## src/rtl/ogmc_pkg.sv

```systemverilog
// Package for the oxygen generator mode controller.
// Holds the payload structs, configuration struct, mode codes and constants.
// No dependencies.
`timescale 1ns / 1ps

package ogmc_pkg;

	localparam int unsigned PhaseCount = 7;
	localparam int unsigned PhaseW = 3;
	localparam int unsigned DelayW = 10;
	localparam int unsigned CfgIndexW = 2;
	localparam int unsigned CfgDataW = 10;

	localparam logic [PhaseW-1:0] PhaseLast = PhaseW'(PhaseCount - 1);
	localparam logic [PhaseW-1:0] PhaseBoth = 3'd3;

	// Configuration register indexes.
	localparam logic [CfgIndexW-1:0] CFG_PRESSURE_READY = 2'd0;
	localparam logic [CfgIndexW-1:0] CFG_PRESSURE_ALARM = 2'd1;
	localparam logic [CfgIndexW-1:0] CFG_O2_BAND = 2'd2;
	localparam logic [CfgIndexW-1:0] CFG_PUMP_OFF_DELAY = 2'd3;

	// Reported mode codes.
	localparam logic [1:0] MODE_CODE_IDLE = 2'd0;
	localparam logic [1:0] MODE_CODE_PRESS = 2'd1;
	localparam logic [1:0] MODE_CODE_RUN = 2'd2;

	// Internal mode register, one-hot.
	typedef enum logic [2:0] {
		MODE_IDLE = 3'b001,
		MODE_PRESS = 3'b010,
		MODE_RUN = 3'b100
	} mode_t;

	typedef struct packed {
		logic op;
		logic work_request;
		logic [6:0] o2_setpoint;
		logic [9:0] o2_measured;
		logic [7:0] gas_pressure;
	} in_t;

	typedef struct packed {
		logic generation_pump;
		logic ion_pump;
		logic alarm;
		logic lamp_one;
		logic lamp_two;
		logic sieve_one;
		logic sieve_two;
		logic [1:0] mode_now;
	} out_t;

	typedef struct packed {
		logic [7:0] pressure_ready;
		logic [7:0] pressure_alarm;
		logic [6:0] o2_band;
		logic [DelayW-1:0] pump_off_delay;
	} cfg_t;

endpackage

```

## src/rtl/ogmc_cfg.sv

```systemverilog
// Configuration register file of the oxygen generator mode controller.
// Depends on ogmc_pkg.
`timescale 1ns / 1ps

module ogmc_cfg (
	input  logic clk,
	input  logic arst_n,
	input  logic cfg_we,
	input  logic [ogmc_pkg::CfgIndexW-1:0] cfg_index,
	input  logic [ogmc_pkg::CfgDataW-1:0] cfg_wdata,
	output ogmc_pkg::cfg_t cfg
);

	ogmc_pkg::cfg_t cfg_q;

	always_ff @(posedge clk or negedge arst_n) begin
		if (!arst_n) begin
			cfg_q.pressure_ready <= 8'd15;
			cfg_q.pressure_alarm <= 8'd5;
			cfg_q.o2_band <= 7'd2;
			cfg_q.pump_off_delay <= 10'd300;
		end else if (cfg_we) begin
			case (cfg_index)
				ogmc_pkg::CFG_PRESSURE_READY: cfg_q.pressure_ready <= cfg_wdata[7:0];
				ogmc_pkg::CFG_PRESSURE_ALARM: cfg_q.pressure_alarm <= cfg_wdata[7:0];
				ogmc_pkg::CFG_O2_BAND: cfg_q.o2_band <= cfg_wdata[6:0];
				ogmc_pkg::CFG_PUMP_OFF_DELAY: cfg_q.pump_off_delay <= cfg_wdata;
				default: cfg_q <= cfg_q;
			endcase
		end
	end

	assign cfg = cfg_q;

endmodule

```

## src/rtl/ogmc_core.sv

```systemverilog
// Control state and next-state logic of the oxygen generator mode controller.
// Updates mode, sieve and shutoff state on each accepted item. Depends on ogmc_pkg.
`timescale 1ns / 1ps

module ogmc_core (
	input  logic clk,
	input  logic arst_n,
	input  logic step,
	input  ogmc_pkg::in_t item,
	input  ogmc_pkg::cfg_t cfg,
	output ogmc_pkg::out_t result
);

	ogmc_pkg::mode_t mode_q, mode_d;
	logic sieve_active_q, sieve_active_d;
	logic sieve_started_q, sieve_started_d;
	logic [ogmc_pkg::PhaseW-1:0] phase_q, phase_d;
	logic armed_q, armed_d;
	logic [ogmc_pkg::DelayW-1:0] count_q, count_d;
	logic gen_q, gen_d, ion_q, ion_d, alarm_q, alarm_d;
	logic lamp1_q, lamp1_d, lamp2_q, lamp2_d, sv1_q, sv1_d, sv2_q, sv2_d;
	logic [10:0] low_sum;
	logic [1:0] mode_code;

	assign low_sum = {1'b0, item.o2_measured} + {4'd0, cfg.o2_band};

	always_comb begin
		mode_d = mode_q;
		sieve_active_d = sieve_active_q;
		sieve_started_d = sieve_started_q;
		phase_d = phase_q;
		armed_d = armed_q;
		count_d = count_q;
		gen_d = gen_q;
		ion_d = ion_q;
		alarm_d = alarm_q;
		lamp1_d = lamp1_q;
		lamp2_d = lamp2_q;
		sv1_d = sv1_q;
		sv2_d = sv2_q;
		if (item.op) begin
			if (sieve_active_q) begin
				if (!sieve_started_q) begin
					sieve_started_d = 1'b1;
					phase_d = ogmc_pkg::PhaseW'(1);
				end else begin
					phase_d = (phase_q == ogmc_pkg::PhaseLast) ? '0 : phase_q + 1'b1;
					if (phase_d < ogmc_pkg::PhaseBoth) begin
						sv1_d = 1'b0;
						sv2_d = 1'b1;
					end else if (phase_d == ogmc_pkg::PhaseBoth) begin
						sv1_d = 1'b1;
						sv2_d = 1'b1;
					end else begin
						sv1_d = 1'b1;
						sv2_d = 1'b0;
					end
				end
			end
			if (armed_q) begin
				if (count_q <= ogmc_pkg::DelayW'(1)) begin
					gen_d = 1'b0;
					armed_d = 1'b0;
					count_d = '0;
				end else begin
					count_d = count_q - 1'b1;
				end
			end
		end else if (!item.work_request) begin
			alarm_d = 1'b0;
			lamp1_d = 1'b0;
			lamp2_d = 1'b0;
			ion_d = 1'b0;
			sv1_d = 1'b0;
			sv2_d = 1'b0;
			sieve_active_d = 1'b0;
			if (!armed_q && gen_q) begin
				armed_d = 1'b1;
				count_d = cfg.pump_off_delay;
			end
			mode_d = ogmc_pkg::MODE_IDLE;
		end else if (mode_q == ogmc_pkg::MODE_RUN) begin
			// Pump hysteresis: off above setpoint, on below setpoint minus band.
			if (item.o2_measured > {3'd0, item.o2_setpoint}) begin
				gen_d = 1'b0;
			end else if (low_sum < {4'd0, item.o2_setpoint}) begin
				gen_d = 1'b1;
			end
			if (item.gas_pressure < cfg.pressure_alarm) begin
				alarm_d = 1'b1;
				lamp1_d = 1'b1;
				lamp2_d = 1'b1;
			end else begin
				alarm_d = 1'b0;
			end
		end else begin
			armed_d = 1'b0;
			count_d = '0;
			gen_d = 1'b1;
			ion_d = 1'b1;
			if (item.gas_pressure < cfg.pressure_ready) begin
				alarm_d = 1'b1;
				lamp1_d = 1'b1;
				lamp2_d = 1'b1;
				mode_d = ogmc_pkg::MODE_PRESS;
			end else begin
				alarm_d = 1'b0;
				sieve_active_d = 1'b1;
				mode_d = ogmc_pkg::MODE_RUN;
			end
		end
	end

	always_ff @(posedge clk or negedge arst_n) begin
		if (!arst_n) begin
			mode_q <= ogmc_pkg::MODE_IDLE;
			sieve_active_q <= 1'b0;
			sieve_started_q <= 1'b0;
			phase_q <= '0;
			armed_q <= 1'b0;
			count_q <= '0;
			gen_q <= 1'b0;
			ion_q <= 1'b0;
			alarm_q <= 1'b0;
			lamp1_q <= 1'b0;
			lamp2_q <= 1'b0;
			sv1_q <= 1'b0;
			sv2_q <= 1'b0;
		end else if (step) begin
			mode_q <= mode_d;
			sieve_active_q <= sieve_active_d;
			sieve_started_q <= sieve_started_d;
			phase_q <= phase_d;
			armed_q <= armed_d;
			count_q <= count_d;
			gen_q <= gen_d;
			ion_q <= ion_d;
			alarm_q <= alarm_d;
			lamp1_q <= lamp1_d;
			lamp2_q <= lamp2_d;
			sv1_q <= sv1_d;
			sv2_q <= sv2_d;
		end
	end

	always_comb begin
		case (mode_d)
			ogmc_pkg::MODE_PRESS: mode_code = ogmc_pkg::MODE_CODE_PRESS;
			ogmc_pkg::MODE_RUN: mode_code = ogmc_pkg::MODE_CODE_RUN;
			default: mode_code = ogmc_pkg::MODE_CODE_IDLE;
		endcase
	end

	// Result of the item being stepped: the levels after its update.
	assign result.generation_pump = gen_d;
	assign result.ion_pump = ion_d;
	assign result.alarm = alarm_d;
	assign result.lamp_one = lamp1_d;
	assign result.lamp_two = lamp2_d;
	assign result.sieve_one = sv1_d;
	assign result.sieve_two = sv2_d;
	assign result.mode_now = mode_code;

endmodule

```

## src/rtl/ogmc_outq.sv

```systemverilog
// Two-entry result queue of the oxygen generator mode controller.
// Lets the block take a new item while a result waits. Depends on ogmc_pkg.
`timescale 1ns / 1ps

module ogmc_outq (
	input  logic clk,
	input  logic arst_n,
	input  logic push,
	input  ogmc_pkg::out_t push_data,
	output logic full,
	output logic out_valid,
	input  logic out_ready,
	output ogmc_pkg::out_t out_data
);

	ogmc_pkg::out_t slot_q [2];
	logic wr_ptr_q, rd_ptr_q;
	logic [1:0] fill_q;
	logic pop;

	assign pop = out_valid && out_ready;
	assign full = fill_q[1];
	assign out_valid = |fill_q;
	assign out_data = slot_q[rd_ptr_q];

	always_ff @(posedge clk) begin
		if (push) begin
			slot_q[wr_ptr_q] <= push_data;
		end
	end

	always_ff @(posedge clk or negedge arst_n) begin
		if (!arst_n) begin
			wr_ptr_q <= 1'b0;
			rd_ptr_q <= 1'b0;
			fill_q <= '0;
		end else begin
			if (push) begin
				wr_ptr_q <= ~wr_ptr_q;
			end
			if (pop) begin
				rd_ptr_q <= ~rd_ptr_q;
			end
			case ({push, pop})
				2'b10: fill_q <= fill_q + 2'd1;
				2'b01: fill_q <= fill_q - 2'd1;
				default: fill_q <= fill_q;
			endcase
		end
	end

endmodule

```

## src/rtl/oxygen_generator_mode_control.sv

```systemverilog
// Top level of the oxygen generator mode controller.
// Instantiates ogmc_cfg, ogmc_core and ogmc_outq; depends on ogmc_pkg.
`timescale 1ns / 1ps

// Usage.
// Items arrive on the in channel (in_valid, in_ready, in_data). A control sample
// (op low) moves the mode between idle, pressurizing and running and drives the
// pumps, alarm and lamps; a one-second tick (op high) steps the sieve valve
// pattern and counts down the delayed pump shutoff armed by a stop request.
// Every transfer in produces exactly one transfer out on the out channel
// (out_valid, out_ready, out_data) holding all seven drive levels and the mode.
// The result of an accepted item is written into the result queue and offered
// from there. Throughput is one item per cycle while the queue has a free entry,
// set by the single pass of next-state logic between the state registers and
// the result queue. The result queue holds two entries, so an item is still
// taken while one finished result waits; in_ready drops only when both entries
// are occupied, which happens when the receiver stalls while items keep coming.
// The configuration port (cfg_we, cfg_index, cfg_wdata) writes one register per
// cycle with no handshake; it is meant to be written while the block is idle.
// Reset (arst_n low) sets the mode to idle, all levels low, clears the sieve
// and shutoff state, empties the queue and loads the default configuration.

module oxygen_generator_mode_control (
	input  logic clk,
	input  logic arst_n,
	input  logic in_valid,
	output logic in_ready,
	input  ogmc_pkg::in_t in_data,
	output logic out_valid,
	input  logic out_ready,
	output ogmc_pkg::out_t out_data,
	input  logic cfg_we,
	input  logic [ogmc_pkg::CfgIndexW-1:0] cfg_index,
	input  logic [ogmc_pkg::CfgDataW-1:0] cfg_wdata
);

	ogmc_pkg::cfg_t cfg;
	ogmc_pkg::out_t result;
	logic full;
	logic accept;

	// An item is taken whenever the queue has a free entry.
	assign in_ready = !full;
	assign accept = in_valid && in_ready;

	ogmc_cfg u_cfg (
		.clk(clk),
		.arst_n(arst_n),
		.cfg_we(cfg_we),
		.cfg_index(cfg_index),
		.cfg_wdata(cfg_wdata),
		.cfg(cfg)
	);

	// State advances on the transfer; its updated levels go straight into the queue.
	ogmc_core u_core (
		.clk(clk),
		.arst_n(arst_n),
		.step(accept),
		.item(in_data),
		.cfg(cfg),
		.result(result)
	);

	ogmc_outq u_outq (
		.clk(clk),
		.arst_n(arst_n),
		.push(accept),
		.push_data(result),
		.full(full),
		.out_valid(out_valid),
		.out_ready(out_ready),
		.out_data(out_data)
	);

endmodule
```

## config.mk

```make
export PLATFORM = sky130hd
export DESIGN_NAME = oxygen_generator_mode_control
export DESIGN_NICKNAME = d
export VERILOG_FILES = /design/src/rtl/ogmc_pkg.sv /design/src/rtl/ogmc_cfg.sv /design/src/rtl/ogmc_core.sv /design/src/rtl/ogmc_outq.sv /design/src/rtl/oxygen_generator_mode_control.sv
export SDC_FILE = /design/constraint.sdc
export NUM_CORES = 1
export LEC_CHECK = 0
export BUFFER_PORTS_ARGS = -buffer_cell sky130_fd_sc_hd__buf_2
export CAP_MARGIN = 20
export CORE_UTILIZATION = 50
export CTS_CLUSTER_DIAMETER = 100
export CTS_CLUSTER_SIZE = 28
export DETAILED_ROUTE_END_ITERATION = 16
export HOLD_SLACK_MARGIN = 0.08
export PLACE_DENSITY = 0.7
export SLEW_MARGIN = 20
export SYNTH_ARGS = -nofsm -noshare
export SYNTH_HDL_FRONTEND = slang
export SYNTH_HIERARCHICAL = 1
export SYNTH_SLANG_ARGS = --single-unit
```

## constraint.sdc

```tcl
create_clock -name clk -period 3 [get_ports clk]
set_input_delay 0 -clock clk [delete_from_list [all_inputs] [get_ports clk]]
set_output_delay 0 -clock clk [all_outputs]
set_load 0.1 [all_outputs]
```

==> metrics.md, run 1 <==
| Metric | Value |
|---|---|
| CTS Sinks | `~80` |
| Router iterations before antenna repair | `10` |
| Crit path launch type | `register` |
| Global-route wire length before repair | `~16 mm` |
| Worst Path Class, Setup | `register to register` |
| Post-detailed-route via-to-cell ratio | `about 5.6` |
| CTS tree | `built` |
| Top flip-flop cell by instance count after synthesis | `dfrtp_1` |
| Worst hold-check slack | `120.2 ps` |
| Slew Limit Headroom | `between 40% and 50%` |
| Height of the chip | `about 100 um` |
| Count of maximum capacitance violations | `0` |
| Antenna violation net count after detailed routing | `0` |
| Violated checks | `DRC` |
| H-tree lvl count | `3` |
| Routed WL per cell | `about 15 um` |
| Overall routed net length | `approximately 9.0 mm` |
| Cell chosen for the clock root | `clkbuf_8` |
| Number of CTS-inserted buffers | `9` |
| Gp weighted congestion | `between 0.8 and 0.9` |
| Post-Syn Nets | `between 400 and 500` |
| Remaining DRCs | `3` |
| Die Outline Area | `roughly 9600 um2` |
| Status | `complete, but fails checks` |
| Leakage power figure | `between 2 and 2.5 nW` |
| Number of flops mapped to enable cells by yosys | `18` |
| Die W | `slightly below 100 um` |
| Vias | `roughly 3300` |
| Minimum clock period after layout | `2903 ps` |
| Effective utilization at floorplan | `a little over half` |
| Total Power Consumption | `4.472 mW` |
| # IOs | `between 50 and 60` |
| Top post-synthesis cells by area | `dfrtp_1 (28%), edfxtp_1 (12%), mux2_2 (11%)` |
| Post-synthesis area per instance | `~11 um2` |
| Global-route total usage across every layer | `20.68%` |
| Flop and latch count out of synthesis | `81` |
| Latest clock arrival within the worst-skew pair | `about 360 ps` |
| Final count of negative-setup-slack endpoints | `0` |
| Worst Tran Pin Value | `between 700 and 800 ps` |
| Warnings from Yosys | `6` |
| Number of global-route vias before repair | `~3400` |
| Worst Path Required | `3190 ps` |
| Arrival time reported for the critical path endpoint | `between 3000 and 4000 ps` |
| Pin count of the biggest net entering global routing | `45` |
| Gate count after technology mapping | `412` |
| Fraction of final layout cells with drive strength greater than 1 | `a little under a third` |
| Post-synth top area share | `27.74%` |
| Net count, final | `between 500 and 600` |
| Leftover overflow at the end of global routing | `0` |
| CTS max path bufs | `2` |
| Final Hold Violating Endpoints | `0` |
| Sort of element at the end of the critical path | `register` |
| Clk pin slew, worst setup/hold paths | `approximately 90 ps` |
| Power density over the cells | `~850 nW/um2` |
| Row cnt | `34` |
| Highest achievable clock rate | `344.5 MHz` |
| Initial antenna violation count | `0` |
| Fraction of synthesis flops using an asynchronous set or reset pin | `between 70% and 80%` |
| Core region area | `8806 um2` |
| VDD IR max | `0.3782 mV` |
| Reg2Reg Depth | `13` |
| Worst clock skew on the final layout | `roughly 11 ps` |
| Count of distinct cell types in the synthesized netlist | `a little over 60` |
| Number of design-rule violations left by the first detailed-router iteration | `between 150 and 200` |
| Largest driver fanout on the critical path | `2` |
| Estimated wirelength of the detail-placed design | `about 6.7 mm` |
| Cell area after synthesis | `4601 um2` |
| Share of synthesized area occupied by flip-flops and latches | `about 46%` |
| Count of buffers from port buffering | `54` |
| Tightest Hold Check Type | `input port to async pin` |
| Layout overhead on the synthesized area | `14.96%` |
| Share of the clock period used by the worst path after layout | `96.75%` |
| Area leader, netlist | `dfrtp_1` |
| Number of max-slew violations in the final report | `0` |
| Antenna fix cells | `0` |
==> report_power, final <==
group / internal, mW / switching (mW)
clock network: 0.399 / 0.431
registers: 1.51 / 0.246
logic: 0.680 / 1.21
total: 2.59 / 1.89
==> through the flow <==
stage               utilization (%)  instances  setup TNS (ps)  setup WS [ps]  cell area (um2)
global placement              55.81        559               0          180.8             4915
finish                        60.06        590               0          97.36             5289
floorplan                         -        412               0          280.7             4601
global route                  60.06        590          -205.3         -81.47             5289
detailed placement            55.81        559               0          31.87             4915
CTS                           59.83        590               0          3.084             5269
==> final cells by class <==
cell class	instances	area (um2)
clock buffer	9	123.9
clock inverter	7	82.58
fill	732	3517
inverter	31	116.4
multi-input combinational	282	2258
sequential	81	2132
tap	108	135.1
timing repair buffer	72	440.4
==> cell families after synthesis <==
logic type,synth area share (%)
muxes,11.26
and+or+nand+nor,10.80
AOI/OAI and AO/OA,14.01
buffers and inverters,5.004
adders and majority gates,10.50
DFF,46.34
xor gates and xnor gates,2.094
==> placed cells by master (no fill, tap or decap), types with 8 or more instances in the layout <==
cell and n:
dfrtp_1 51, nor2_1 24, ha_1 36, dlygate4sd3_1 14
nand3_1 9, o21ai_1 24, a21o_1 8, buf_2 54
nand2_1 20, edfxtp_1 18, mux2_2 46, clkbuf_8 9
inv_1 31, dfstp_2 12, a21oi_1 19
==> worst max-delay path: stages, from the launching register on <==
cell,delay (ps)
dfrtp_1,390
ha_2,200
fa_2,380
a21oi_2,130
nor2_1,50
nor2_1,130
o21bai_1,100
a21oi_2,150
xnor2_1,90
ha_1,310
a22oi_1,230
and3_1,200
o311ai_2,140
o211ai_1,230
==> cells in the mapped netlist, types with 3 or more instances <==
| cell | count |
|---|---|
| a21o_1 | 8 |
| inv_1 | 31 |
| xor2_1 | 4 |
| nand3_1 | 9 |
| nor2_1 | 24 |
| xnor2_1 | 7 |
| edfxtp_1 | 18 |
| clkbuf_1 | 4 |
| o21ai_0 | 6 |
| dfrtp_1 | 51 |
| nand2_1 | 20 |
| mux2_2 | 46 |
| nand2b_1 | 7 |
| o21ai_1 | 24 |
| a22o_1 | 3 |
| nor3b_1 | 3 |
| o21bai_1 | 3 |
| dfstp_2 | 12 |
| nor3_1 | 7 |
| ha_1 | 37 |
| buf_4 | 9 |
| buf_2 | 4 |
| nand4_1 | 4 |
| a21oi_1 | 21 |
| a22oi_1 | 4 |
==> final timing paths <==
path                                   from                   to  slack, ps
max                           u_cfg/cfg[10]  u_outq/slot_q[0][8]        100
min                                  arst_n     u_outq/fill_q[0]        120
max reg2reg                   u_cfg/cfg[10]  u_outq/slot_q[0][8]        100
min reg2reg                u_core/mode_q[0]     u_core/mode_q[0]        480
max in group asynchronous            arst_n        u_cfg/cfg[11]       1930
min in group clk               cfg_index[1]        u_cfg/cfg[30]        120
==> state kept, by name, summed over array words and instances, names as in the netlist, 2 cells and up <==
name / flops
u_outq/fill_q: 2
u_outq/slot_q: 18
u_core/count_q: 10
u_core/mode_q: 3
u_cfg/cfg: 33
u_core/phase_q: 3
==> per-layer routing <==
layer  part of all wire [%]  up-vias  global-route usage [%]
met2                     51       77                   37.16
met3                    3.4       13                   3.794
met5                      0        -                       0
met4                    1.3        0                   9.091
li1                       -     1615                       -
met1                     44     1603                   24.01
==> repair_timing <==
item	CTS	global route
hold buffers	14	0
endpoints found under the hold margin	57	0
buffers inserted	1	0
resized for setup	0	5
pin swaps	2	7
setup endpoints to repair	1	3
Note: power is estimated with default switching activity, not from simulation.
==> run 2: changes to the inputs <==
--- a/config.mk
+++ b/config.mk
@@ -12,7 +12,7 @@
 export CTS_CLUSTER_SIZE = 28
 export DETAILED_ROUTE_END_ITERATION = 16
 export HOLD_SLACK_MARGIN = 0.08
-export PLACE_DENSITY = 0.7
+export PLACE_DENSITY = 0.75
 export SLEW_MARGIN = 20
 export SYNTH_ARGS = -nofsm -noshare
 export SYNTH_HDL_FRONTEND = slang
==> run 2 against run 1 <==
The flow still finishes with violations (DRC). First-iteration DRC count decreased by 8.3%. Final cell count decreased by 0.17%. Non-clock buffer count decreased by 1. Routed wire length decreased by 2.1%. Core utilization increased by 0.31 points. Critical endpoint is now u_outq/slot_q[1][8].
==> metrics.md, run 2 (same netlist as run 1, synthesis figures left out) <==
| Metric | Value |
|---|---|
| Slew Limit Headroom | `between 40% and 50%` |
| CTS tree | `built` |
| Status | `complete, but fails checks` |
| Worst clock skew on the final layout | `9.247 ps` |
| Estimated wirelength of the detail-placed design | `approximately 6.6 mm` |
| Worst Tran Pin Value | `about 780 ps` |
| Crit path launch type | `register` |
| Largest register FFs | `33` |
| Slowest stage cell, crit path | `dfrtp_1` |
| Switching power | `between 1.5 and 2 mW` |
| Antenna violation net count after detailed routing | `0` |
| Net count, final | `about 560` |
| H-tree lvl count | `3` |
| Final count of negative-setup-slack endpoints | `0` |
| Die W | `just under 100 um` |
| Die Outline Area | `approximately 9600 um2` |
| Critical Path Max Stage Delay | `390 ps` |
| Count of maximum capacitance violations | `0` |
| Internal portion of total power | `around 2.7 mW` |
| Overall routed net length | `around 8.9 mm` |
| Proportion of power drawn by combinational gates | `41.5%` |
| Routed WL per cell | `15.04 um` |
| Worst Path Class, Setup | `register to register` |
| Router iterations before antenna repair | `10` |
| Cell chosen for the clock root | `clkbuf_8` |
| Latest clock arrival within the worst-skew pair | `around 360 ps` |
| Gp weighted congestion | `around 0.90` |
| Tightest Hold Check Type | `input port to register` |
| Pin count of the biggest net entering global routing | `43` |
| CTS Sinks | `around 80` |
| Highest achievable clock rate | `~360 MHz` |
| Clk pin slew, worst setup/hold paths | `90 ps` |
| Global-route wire length before repair | `approximately 15 mm` |
| Number of design-rule violations left by the first detailed-router iteration | `between 150 and 200` |
| Non-filler instance count after layout | `around 590` |
| Final Hold Violating Endpoints | `0` |
| # IOs | `55` |
| Effective utilization at floorplan | `52.24%` |
| Arrival time reported for the critical path endpoint | `approximately 3000 ps` |
| Number of CTS-inserted buffers | `9` |
| Number of global-route vias before repair | `about 3300` |
| Clk pwr share | `approximately a fifth` |
| DP Area | `roughly 4900 um2` |
| Largest driver fanout on the critical path | `2` |
| Summed area of non-filler cells in the final layout | `approximately 5300 um2` |
| Power density over the cells | `~860 nW/um2` |
| Most common cell after layout, fill and taps aside | `buf_2` |
| CP cell instances | `ha_2 > fa_2 > a21oi_2 > nor2_1 > nor2_1 > o21bai_1 > a21oi_2 > xnor2_1 > ha_1 > a22oi_1 > and3_1 > o311ai_4 > o211ai_1` |
| Count of buffering cells on the critical path with inverters included | `0` |
| Global-route total usage across every layer | `between 20 and 25%` |
| Count of buffers from port buffering | `54` |
| CTS max path bufs | `2` |
| Crit path setup slack, layout | `186.9 ps` |
| Worst Path Required | `approximately 3200 ps` |
| Switching Fraction | `41.45%` |
| Total Power Consumption | `~4.6 mW` |
| Share of the clock period used by the worst path after layout | `between 90 and 100%` |
| Setup TNS | `0 ps` |
| Height of the chip | `approximately 98 um` |
| Dpl ws | `90.58 ps` |
| Vias | `approximately 3300` |
| Violated checks | `DRC` |
| Minimum clock period after layout | `~2800 ps` |
| Sequential share of power | `about two fifths` |
| Row cnt | `34` |
| End-of-flow core utilization | `60.37%` |
| Number of max-slew violations in the final report | `0` |
| Leftover overflow at the end of global routing | `0` |
| Worst hold-check slack | `about 95 ps` |
| Leakage power figure | `roughly 2.4 nW` |
| Fraction of final layout cells with drive strength greater than 1 | `31.60%` |
| Initial antenna violation count | `0` |
| Placed instance count | `about 560` |
| Core region area | `about 9000 um2` |
| Remaining DRCs | `2` |
| VDD IR max | `about 0.44 mV` |
| Leading cell types in the layout, fill and taps excluded | `buf_2 (54), dfrtp_1 (51), mux2_2 (46), ha_1 (36), inv_1 (31)` |
| Antenna fix cells | `0` |
| Family with the most delay on the worst path | `compound AO/OA/AOI/OAI gates` |
| Sort of element at the end of the critical path | `register` |
| Layout overhead on the synthesized area | `15.56%` |
| Post-detailed-route via-to-cell ratio | `between 5 and 6` |
-- run 2: changes by cell type in the layout (fill, tap and decap cells not counted) --
cell,before,now
a21oi_1,19,18
dlygate4sd3_1,14,13
clkinvlp_4,2,0
bufinv_16,1,2
a21oi_2,2,3
o311ai_2,1,0
clkinv_4,0,1
o311ai_4,0,1
-- run 2: cell type report --
type / count / area [um2]
Fill cell: 710 / 3490
Multi-Input combinational cell: 282 / 2272
Sequential cell: 81 / 2132
Timing Repair Buffer: 71 / 430.4
Tap cell: 108 / 135.1
Clock buffer: 9 / 123.9
Inverter: 31 / 116.4
Clock inverter: 7 / 106.4
-- run 2: repair_timing --
| item | CTS | global route |
|---|---|---|
| hold buffers | 13 | 0 |
| gates resized for setup | 0 | 7 |
| buffers inserted | 0 | 1 |
| endpoints found under the setup margin | 0 | 3 |
| hold endpoints to repair | 57 | 0 |
-- run 2: worst paths after layout --
path                                  endpoint              from  slack, ps  cells after the start
setup reg to reg           u_outq/slot_q[1][8]     u_cfg/cfg[10]        190                     13
max in group asynchronous         u_cfg/cfg[8]            arst_n       1940                      3
hold / removal               u_core/phase_q[2]       in_data[26]         90                      3
hold reg to reg               u_core/mode_q[0]  u_core/mode_q[0]        490                      2
setup / recovery           u_outq/slot_q[1][8]     u_cfg/cfg[10]        190                     13
min in group asynchronous        u_cfg/cfg[18]            arst_n        140                      2
-- run 2: power by group through the flow --
stage,clock [mW],sequential [mW],combinational (mW)
3_5_place_dp,0,1.77,1.86
3_3_place_gp,0,1.76,1.80
2_1_floorplan,0,1.69,1.63
5_1_grt,0.995,1.81,2.08
6_report,0.913,1.76,1.89
4_1_cts,0.943,1.76,1.88
-- run 2: routing by layer --
layer	GRT usage, %	share of wire, %
met1	27.29	48
met2	32.72	47
met3	4.080	3.3
met4	7.226	1.6
met5	0	0
-- run 2: worst min-delay path: cells and delay by family --
family / cells / cell delay [ps]
AO/OA/AOI/OAI: 1 / 70
buffers and inverters: 1 / 230
AND/OR/NAND/NOR: 1 / 110
==> run 3: changes to the inputs <==
--- a/config.mk
+++ b/config.mk
@@ -5,14 +5,14 @@
 export SDC_FILE = /design/constraint.sdc
 export NUM_CORES = 1
 export LEC_CHECK = 0
-export BUFFER_PORTS_ARGS = -buffer_cell sky130_fd_sc_hd__buf_2
 export CAP_MARGIN = 20
 export CORE_UTILIZATION = 50
 export CTS_CLUSTER_DIAMETER = 100
 export CTS_CLUSTER_SIZE = 28
 export DETAILED_ROUTE_END_ITERATION = 16
+export DONT_BUFFER_PORTS = 1
 export HOLD_SLACK_MARGIN = 0.08
-export PLACE_DENSITY = 0.75
+export PLACE_DENSITY = 0.7
 export SLEW_MARGIN = 20
 export SYNTH_ARGS = -nofsm -noshare
 export SYNTH_HDL_FRONTEND = slang
==> run 3 against run 2 <==
Worst hold slack better by 9.4 ps. Core utilization decreased by 2.2 points. The run still ends with DRC left. Global-route usage is 0.63 points higher. Clock-buffer cell count is the same. Maximum frequency shrank 1.9%. Critical endpoint is now u_core/gen_q. Via count shrank 4.6%. Sequential share of layout area grew 1.5 points.
==> metrics.md, run 3 (same netlist as run 1, synthesis figures left out) <==
| Metric | Value |
|---|---|
| Status | `complete, but fails checks` |
| Violated checks | `DRC` |
| Arrival time reported for the critical path endpoint | `~3100 ps` |
| Worst clock skew on the final layout | `between 10 and 15 ps` |
| Largest driver fanout on the critical path | `2` |
| Remaining DRCs | `3` |
| End-of-flow core utilization | `58.17%` |
| Initial antenna violation count | `0` |
| DP Area | `4637 um2` |
| R2r endpoint | `u_core/gen_q` |
| Register-to-register setup slack | `130 ps` |
| Final count of negative-setup-slack endpoints | `0` |
| Leading cell types in the layout, fill and taps excluded | `dfrtp_1 (51), mux2_2 (46), ha_1 (37), inv_1 (31), o21ai_1 (24)` |
| Startpoint of the most critical hold path | `in_valid` |
| Layout overhead on the synthesized area | `11.34%` |
| Routed WL per cell | `about 17 um` |
| Leakage power figure | `2.179 nW` |
| Worst Path Class, Setup | `register to register` |
| Core region area | `8806 um2` |
| Leftover overflow at the end of global routing | `0` |
| Antenna fix cells | `0` |
| Global-route total usage across every layer | `a little over a fifth` |
| Router iterations before antenna repair | `10` |
| Final Hold Violating Endpoints | `0` |
| Cell chosen for the clock root | `clkbuf_8` |
| Estimated wirelength of the detail-placed design | `roughly 6.4 mm` |
| Power density over the cells | `about 850 nW/um2` |
| Clk pin slew, worst setup/hold paths | `~90 ps` |
| Slew Limit Headroom | `between 40% and 50%` |
| Vias | `about 3100` |
| Worst Tran Pin Value | `slightly above 800 ps` |
| Worst hold-check slack | `104.3 ps` |
| Minimum clock period after layout | `roughly 2900 ps` |
| CTS tree | `built` |
| Endpoint of the worst hold path | `u_outq/fill_q[0]` |
| Overall routed net length | `between 9 and 10 mm` |
| Net count, final | `approximately 510` |
| Number of global-route vias before repair | `roughly 3200` |
| Row cnt | `34` |
| Sort of element at the end of the critical path | `register` |
| Die W | `97.93 um` |
| # IOs | `55` |
| Placed instance count | `around 500` |
| VDD IR max | `approximately 0.5 mV` |
| Highest achievable clock rate | `348.8 MHz` |
| CTS max path bufs | `2` |
| Count of fill cells added during filler insertion | `between 700 and 800` |
| Fraction of final layout cells with drive strength greater than 1 | `around 22%` |
| Reg2Reg Depth | `13` |
| Number of max-slew violations in the final report | `0` |
| Total Power Consumption | `about 4.3 mW` |
| Latest clock arrival within the worst-skew pair | `approximately 360 ps` |
| H-tree lvl count | `3` |
| Crit path launch type | `register` |
| Antenna violation net count after detailed routing | `0` |
| Post-detailed-route via-to-cell ratio | `roughly 5.7` |
| Gp weighted congestion | `around 0.81` |
| Most common cell after layout, fill and taps aside | `dfrtp_1` |
| Die Outline Area | `9589 um2` |
| Global-route wire length before repair | `~16 mm` |
| Number of CTS-inserted buffers | `9` |
| Effective utilization at floorplan | `a little over half` |
| Pin count of the biggest net entering global routing | `between 60 and 70` |
| Non-filler instance count after layout | `545` |
| Worst Hold Depth | `4` |
| Count of buffers from port buffering | `0` |
| Tightest Hold Check Type | `input port to register` |
| Crit Reg-Reg Startpoint | `u_cfg/cfg[10]` |
| Count of maximum capacitance violations | `0` |
| Summed area of non-filler cells in the final layout | `5122 um2` |
| CTS Sinks | `81` |
| Largest register FFs | `33` |
| Share of the clock period used by the worst path after layout | `95.55%` |
| Height of the chip | `about 98 um` |
| Worst Path Required | `approximately 3300 ps` |
| Number of design-rule violations left by the first detailed-router iteration | `around 150` |
[run 3: cell types whose count changed in the layout (fill, tap and decap cells not counted), sizes merged]
cell	change
inv	-1
clkinvlp	+3
buf	-54
dlygate4sd3	+10
bufinv	-2
[run 3: routing by layer]
metal	vias to the layer above	routed length (um)	track usage (%)
li1	1530	-	-
met1	1506	4152	25.77
met2	62	4616	35.32
met3	10	463	6.084
met4	0	111	6.876
met5	-	0	0
[run 3: area by class of cell]
class / instances / area (um2) / share of cell area, %
multi-input combinational: 282 / 2275 / 44.41
inverter: 31 / 116.4 / 2.272
clock buffer: 9 / 123.9 / 2.418
timing repair buffer: 27 / 280.3 / 5.471
sequential: 81 / 2132 / 41.62
clock inverter: 7 / 60.06 / 1.172
tap: 108 / 135.1 / 2.638
[run 3: power breakdown]
part	switching (mW)	total, mW	internal, mW	leakage, nW
registers	0.251	1.76	1.51	0.912
logic	1.20	1.84	0.644	1.18
clock network	0.435	0.748	0.313	0.0844
[run 3: worst max-delay path by stage]
stage | cells past startpoint | to | startpoint | slack, ps
2_1_floorplan | 14 | u_outq/slot_q[0][8] | u_cfg/cfg[10] | 280
3_3_place_gp | 13 | u_outq/slot_q[1][8] | u_cfg/cfg[10] | 170
3_5_place_dp | 13 | u_outq/slot_q[1][8] | u_cfg/cfg[10] | 10
4_1_cts | 13 | u_outq/slot_q[0][8] | u_cfg/cfg[10] | 50
5_1_grt | 11 | u_outq/slot_q[0][8] | u_cfg/cfg[11] | -10
6_report | 13 | u_core/gen_q | u_cfg/cfg[10] | 130
[run 3: critical path: stages (launching register included)]
cell      delay, ps
dfrtp_1         390
ha_1            240
fa_2            360
a21oi_1         150
nor2_1           70
nor2_2          110
o21bai_1        100
a21oi_2         170
xnor2_1         140
ha_1            270
a22oi_2         180
and3_4          210
o311ai_4        110
o311ai_1        290
[run 3: repair_timing]
item,4_1_cts,5_1_grt
hold buffers,23,1
hold endpoints to repair,131,3
gates resized for setup,2,5
pin swaps,2,3
setup endpoints to repair,3,3
setup buffers,0,1
[run 3: per-stage QoR]
stage               setup slack (ps)  TNS (ps)
finish                         133.4         0
floorplan                      280.7         0
global placement               167.3         0
CTS                            50.69         0
global route                  -12.14    -32.99
detailed placement             10.86         0
